$ cat config.mk
export PLATFORM = sky130hd
export DESIGN_NAME = acpm_lane
export DESIGN_NICKNAME = d
export VERILOG_FILES = /design/src/acpm_pkg.sv /design/src/acpm_lane.sv
export SDC_FILE = /design/constraint.sdc
export NUM_CORES = 2
export LEC_CHECK = 0
export BUFFER_PORTS_ARGS = -buffer_cell sky130_fd_sc_hd__buf_2
export CAP_MARGIN = 20
export CORE_ASPECT_RATIO = 0.8
export CORE_MARGIN = 2
export CORE_UTILIZATION = 45
export CTS_BUF_LIST = sky130_fd_sc_hd__clkbuf_4 sky130_fd_sc_hd__clkbuf_8
export CTS_CLUSTER_SIZE = 14
export DETAILED_ROUTE_END_ITERATION = 8
export PLACE_DENSITY = 0.64
export SLEW_MARGIN = 20
export SYNTH_ARGS = -nofsm -noshare
export SYNTH_HDL_FRONTEND = slang
export SYNTH_MEMORY_MAX_BITS = 65536
export SYNTH_SLANG_ARGS = --single-unit
$ cat constraint.sdc
create_clock -name clk -period 6.35 [get_ports clk]
set_input_delay 0.3175 -clock clk [delete_from_list [all_inputs] [get_ports clk]]
set_output_delay 0.3175 -clock clk [all_outputs]
set_load 0.02 [all_outputs]
$ cat src/acpm_pkg.sv
`timescale 1ns / 1ps
package acpm_pkg;

  localparam int DEF_MAX_ENTRIES    = 256;
  localparam int DEF_MAX_COMPONENTS = 4;

  localparam int VAL_W   = 17;
  localparam int TOL_W   = 16;
  localparam int DIFF_W  = 18;
  localparam int CNT_W   = 16;
  localparam int MULT_W  = 4;
  localparam int SCALE_W = 8;
  localparam int FREQ_W  = 28;
  localparam int POS_W   = 9;
  localparam int NC_W    = 3;

  localparam logic [CNT_W-1:0]  COUNT_MAX  = 16'hFFFF;
  localparam logic [MULT_W-1:0] BOOST_BASE = 4'd8;

  typedef enum logic [1:0] {
    OP_INTEGRATE = 2'd0,
    OP_FIND      = 2'd1,
    OP_FETCH     = 2'd2,
    OP_FREQ      = 2'd3
  } op_t;

  localparam logic [1:0] REG_NUM_COMP   = 2'd0;
  localparam logic [1:0] REG_ESC_INIT   = 2'd1;
  localparam logic [1:0] REG_FREQ_SCALE = 2'd2;

  typedef enum logic [2:0] {
    S_IDLE,
    S_SCAN,
    S_CINC,
    S_HALVE,
    S_ADDR,
    S_DATA,
    S_MUL
  } state_t;

  // combined view of all component lanes
  typedef struct packed {
    logic              match;
    logic              sim;
    logic [MULT_W-1:0] mult;
  } merge_t;

endpackage

$ cat src/acpm_lane.sv
`timescale 1ns / 1ps
module acpm_lane
  import acpm_pkg::*;
#(
  parameter int Depth = DEF_MAX_ENTRIES,
  localparam int AW = (Depth > 1) ? $clog2(Depth) : 1
) (
  input  logic                    clk,
  input  logic                    rd_en,
  input  logic [AW-1:0]           rd_addr,
  input  logic                    wr_en,
  input  logic [AW-1:0]           wr_addr,
  input  logic signed [VAL_W-1:0] wr_data,
  input  logic signed [VAL_W-1:0] x,
  input  logic [TOL_W-1:0]        tol,
  output logic signed [VAL_W-1:0] rd_data,
  output logic                    eq,
  output logic                    in_tol,
  output logic [DIFF_W-1:0]       absd
);

  logic signed [VAL_W-1:0]  mem [Depth];
  logic signed [DIFF_W-1:0] diff;

  // one component of every tuple
  always_ff @(posedge clk) begin
    if (wr_en) begin
      mem[wr_addr] <= wr_data;
    end
    if (rd_en) begin
      rd_data <= mem[rd_addr];
    end
  end

  // compare the fetched component with the request
  always_comb begin
    diff   = DIFF_W'(x) - DIFF_W'(rd_data);
    absd   = diff[DIFF_W-1] ? DIFF_W'(-diff) : DIFF_W'(diff);
    eq     = (rd_data == x);
    in_tol = (absd <= {tol, 2'b00});
  end

endmodule

# == After elaboration in Yosys (flattened, before gate mapping) ==
# Memories as Yosys holds them, arrays and structs flattened. A register that Yosys moved wholly into a read port is not among the register bits.
# Cells that the tools add are included.
# totals
register_bits,0
inputBits,69
output_inout_bits,37
mem_bits_rw,4352
n_memories,1
# memory_table
name,words,width,rd,rd_clocked_by_memory_dff,wr,line_no,rtl
mem,256,17,1,1,1,acpm_lane.sv:22,logic signed [VAL_W-1:0] mem [Depth];
# op_classes
n_eq_ne,1
add_sub_neg,2
mux,3
order_cmp,1
# ops
op,count
$le 18x18->1,1
$mux 18,1
$neg 18->18,1
$sub 17x17->18,1
$eq 17x17->1,1
$mux 1,2

# == Depth between registers and ports, before layout ==
# depth
depth_word,4
depth_mapped,20
mapped_depth_nobuf,18

# == Least setup slack after synthesis ==
# No wires, ideal clock.
# synth_path
kind,reg-to-output
from,"register rd_data[0], read port of mem"
to,output in_tol
arrival_time_ns,4.622
path_stages_with_launch,18
path_slack_ns,1.410
n_path_buf,0
path_cell_list,edfxtp_1 -> ha_1 -> fa_1 -> nand2b_1 -> a211oi_1 -> nor2_1 -> xnor2_1 -> or3b_2 -> nor3_1 -> a21oi_1 -> xnor2_1 -> ha_1 -> a21o_1 -> a21o_1 -> a21oi_1 -> o21ai_0 -> a211o_1 -> o211ai_1
# synth_between
elab_chain_len,4
# synth_lines
item,line_no,rtl
start: declaration,acpm_lane.sv:16,"output logic signed [VAL_W-1:0] rd_data,"
$sub 17x17->18 (*),acpm_lane.sv:37,diff = DIFF_W'(x) - DIFF_W'(rd_data);
$neg 18->18,acpm_lane.sv:38,absd = diff[DIFF_W-1] ? DIFF_W'(-diff) : DIFF_W'(diff);
$mux 18 (*),acpm_lane.sv:38,
named net absd[15],acpm_lane.sv:19,output logic [DIFF_W-1:0] absd
$le 18x18->1 (*),acpm_lane.sv:40,"in_tol = (absd <= {tol, 2'b00});"
end: declaration,acpm_lane.sv:18,"output logic in_tol,"
# The timed path passes the listed nets; every way through them passes the cells marked *.

# == Final worst setup path ==
# layout_path
from,"register rd_data[0], read port of mem"
to,output in_tol
# layout_between
elab_chain_len,4
# layout_lines
item,line_no
$sub 17x17->18 (*),acpm_lane.sv:37
$neg 18->18,acpm_lane.sv:38
$mux 18 (*),acpm_lane.sv:38
$le 18x18->1 (*),acpm_lane.sv:40
# Every way passes the cells marked *; elsewhere a longest branch is shown, timed or not.

==> results.sh <==
export IMPL_finalSetupViolations=0
export IMPL_p_sw_share_pct=22.5
export IMPL_initial_core_util_pct=45.3
export IMPL_async_reset_ff_share_pct=0
export IMPL_setup_worst_path_start_class="flip-flop"
export IMPL_synth_edf_count=4369
export IMPL_layout_cells_non_filler=13200
export IMPL_clkSlewWorstSetupHoldPaths_ps=60
export IMPL_crit_arrival_ps=5600
export IMPL_die_area_um2=379000
export IMPL_crit_required_ps=6030
export IMPL_max_freq_ghz=0.169
export IMPL_layout_commonest_cell="edfxtp_1"
export IMPL_status="finished clean"
export IMPL_cp_end_kind="primary output"
export IMPL_synth_nets=7026
export IMPL_cts_htree_levels=6
export IMPL_slew_violations=0
export IMPL_post_route_min_period_ps=5920
export IMPL_final_cell_mix="edfxtp_1 (4369), mux4_2 (1360), clkbuf_8 (676)"
export IMPL_cts_sinks=4369
export IMPL_p_sw_mw=12.9
export IMPL_dpl_hpwl_um=242000
export IMPL_cts_tree="built"
export IMPL_hold_viol=0
export IMPL_via_per_inst=6.03
export IMPL_min_path_type="in2reg"
export IMPL_worst_slew_margin_rel_pct=20.1
export IMPL_wl_um=422000
export IMPL_synth_seq_cells=4369
export IMPL_pwr_share_clk_pct=38.3
export IMPL_wl_per_cell_um=32.0
export IMPL_place_gp_congestion=0.886
export IMPL_tns_ps=0
export IMPL_layout_setup_ws_ps=430
export IMPL_clockBufferDepth=4
export IMPL_drtIter0Drc=10200
export IMPL_syn_to_final_growth_pct=13.2
export IMPL_highest_layer="met5"
export IMPL_grt_util_all_layers_pct=22.1
export IMPL_die_width_um=688
export IMPL_pwr_share_comb_pct=6.2
export IMPL_wl_met3_um=43400
export IMPL_die_h_um=551
export IMPL_gr_total_overflow=0
export IMPL_wl_met2_um=195000
export IMPL_crit_type="reg2out"
export IMPL_leakagePower_nw=59.4
export IMPL_fin_nets=7848
export IMPL_final_antenna_net_count=0
export IMPL_grt_antenna_before_repair=33
export IMPL_final_area_um2=191000
export IMPL_grt_pass1_vias=80300
export IMPL_dp_cells=12000
export IMPL_yosys_most_used_dff="edfxtp_1"
export IMPL_crit_path_max_fanout=5
export IMPL_synth_seq_area_share_pct=77.9
export IMPL_synth_distinct_cells=56
export IMPL_m1WireLength_um=174000
export IMPL_syn_inst=6922
export IMPL_seq_power_share_pct=55.4
export IMPL_root_buffer="clkbuf_8"
export IMPL_skew_ps=72.8
export IMPL_vias=79700
export IMPL_drv_cap=0
export IMPL_portBuffers=105
export IMPL_irDropWorstVdd_v=0.000165
export IMPL_rsz0062_at_grt="false"
export IMPL_drcViolationCount=0
export IMPL_ys_warn_count=0
export IMPL_io_pins=106
export IMPL_pwr_density_cell_nw_per_um2=301
export IMPL_coreArea_um2=372000
export IMPL_core_rowCount=200
export IMPL_dpl_cell_area_um2=178000
export IMPL_avgSynthCellArea_um2=24.3
export IMPL_preCtsSetupSlack_ps=1080
export IMPL_fin_crit_sh_pct=93.2
export IMPL_drive_gt1_share_pct=37.2
export IMPL_final_util_pct=51.3
export IMPL_cts_made_buffers=659
export IMPL_grt_start_max_net_pins=177
export IMPL_power_internal_mw=44.5
export IMPL_tightest_slew_ps=1170
export IMPL_firstDrtPassIters=6
export IMPL_grt_pass1_wl_um=599000
export IMPL_syn_area_um2=168000
export IMPL_clkLatencyLatePin_ps=1070
==> cells by family after synthesis <==
logic type | share of synthesized area, %
buf+inv | 1.02
flops | 77.9
compound gates | 0.625
fa+ha+maj | 0.264
simple gates | 1.18
mux | 18.9
xor+xnor | 0.120
==> worst max-delay path, stage by stage, from the launching register on <==
cell	delay, ps
edfxtp_1	390
ha_1	240
fa_1	410
nand2b_1	190
a211oi_2	380
nor2_1	120
xnor2_1	190
or3b_2	500
nor3_2	270
a21oi_1	130
xnor2_1	210
ha_1	290
a21o_1	160
a21o_1	160
a21oi_1	190
o21ai_0	150
a211o_1	290
o211ai_1	100
buf_2	200
==> registers in the layout, indices dropped and copies added, names as in the netlist <==
signal / cells
mem: 4352
rd_data: 17
==> final cells by class <==
type,count,area [µm²]
clock buffers,869,10700
inverters,41,154
fillers,28600,181000
flip-flops and latches,4369,131000
well taps,4949,6190
multi-input cells,2136,36200
repair buffers,537,4620
diodes,16,40.0
clock inverters,286,1640
==> final timing paths <==
check                              start  slack (ps)  cells after the start                     to
setup / recovery    rd_data[0]$_DFFE_PP_         430                     18                 in_tol
hold / removal                wr_addr[4]         130                      4   mem[63][7]$_DFFE_PP_
setup reg to reg   mem[115][0]$_DFFE_PP_        2870                      5   rd_data[0]$_DFFE_PP_
hold reg to reg   mem[253][15]$_DFFE_PP_        1370                      5  rd_data[15]$_DFFE_PP_
==> cells in the mapped netlist (2+ instances only) <==
cell	count	share of area, %
o211ai_1	3	0.013
a21o_1	10	0.045
a31oi_1	4	0.015
nor4_1	5	0.019
nand3_1	37	0.11
buf_1	45	0.10
buf_6	2	0.013
nor3b_1	2	0.0089
inv_1	41	0.091
buf_2	111	0.33
and3_1	5	0.019
o2111a_1	2	0.013
and2_1	5	0.019
a311oi_1	3	0.016
a211oi_1	4	0.018
nand2_1	31	0.069
o31ai_1	2	0.0089
or2_2	2	0.0074
nand2b_1	5	0.019
nor2_1	291	0.65
a22oi_1	74	0.33
edfxtp_1	4369	78
mux2i_1	125	0.74
and4_1	14	0.073
nor3_1	11	0.033
a21oi_1	18	0.053
o2111ai_1	2	0.010
mux4_2	1360	18
xor2_1	14	0.073
a211o_1	3	0.016
nor2b_1	18	0.067
o21a_1	2	0.0089
and2_0	2	0.0074
nand4_1	13	0.048
xnor2_1	9	0.047
ha_1	34	0.25
o21ai_0	8	0.024
clkbuf_1	218	0.49
==> stage by stage <==
step                      power (mW)  hold slack, ps
final                           57.5             132
after global routing            59.3            99.4
after CTS                       57.9            20.2
after detailed placement        36.0             776
after global placement          35.9             768
after floorplan                 34.4             416
==> metal layers <==
| layer | GRT usage [%] | up-vias |
|---|---|---|
| met5 | 0 | - |
| met4 | 5.53 | 6 |
| met3 | 5.15 | 623 |
| met2 | 33.8 | 4199 |
| met1 | 32.6 | 43200 |
| li1 | - | 31700 |
==> power by group through the flow <==
stage / registers (mW) / logic [mW] / clock network [mW]
after floorplan: 32.5 / 1.97 / 0
after global placement: 32.4 / 3.50 / 0
after detailed placement: 32.5 / 3.57 / 0
after CTS: 31.8 / 3.59 / 22.4
after global routing: 31.8 / 3.79 / 23.6
final: 31.8 / 3.59 / 22.0
==> what timing repair did <==
item | 4_1_cts | 5_1_grt
hold endpoints to repair | 1303 | 72
gates cloned | 0 | 0
endpoints found under the setup margin | 1 | 1
buffers inserted | 0 | 0
hold buffers | 18 | 1
resized for setup | 1 | 4
No activity file was read; power rests on OpenSTA's default activity.
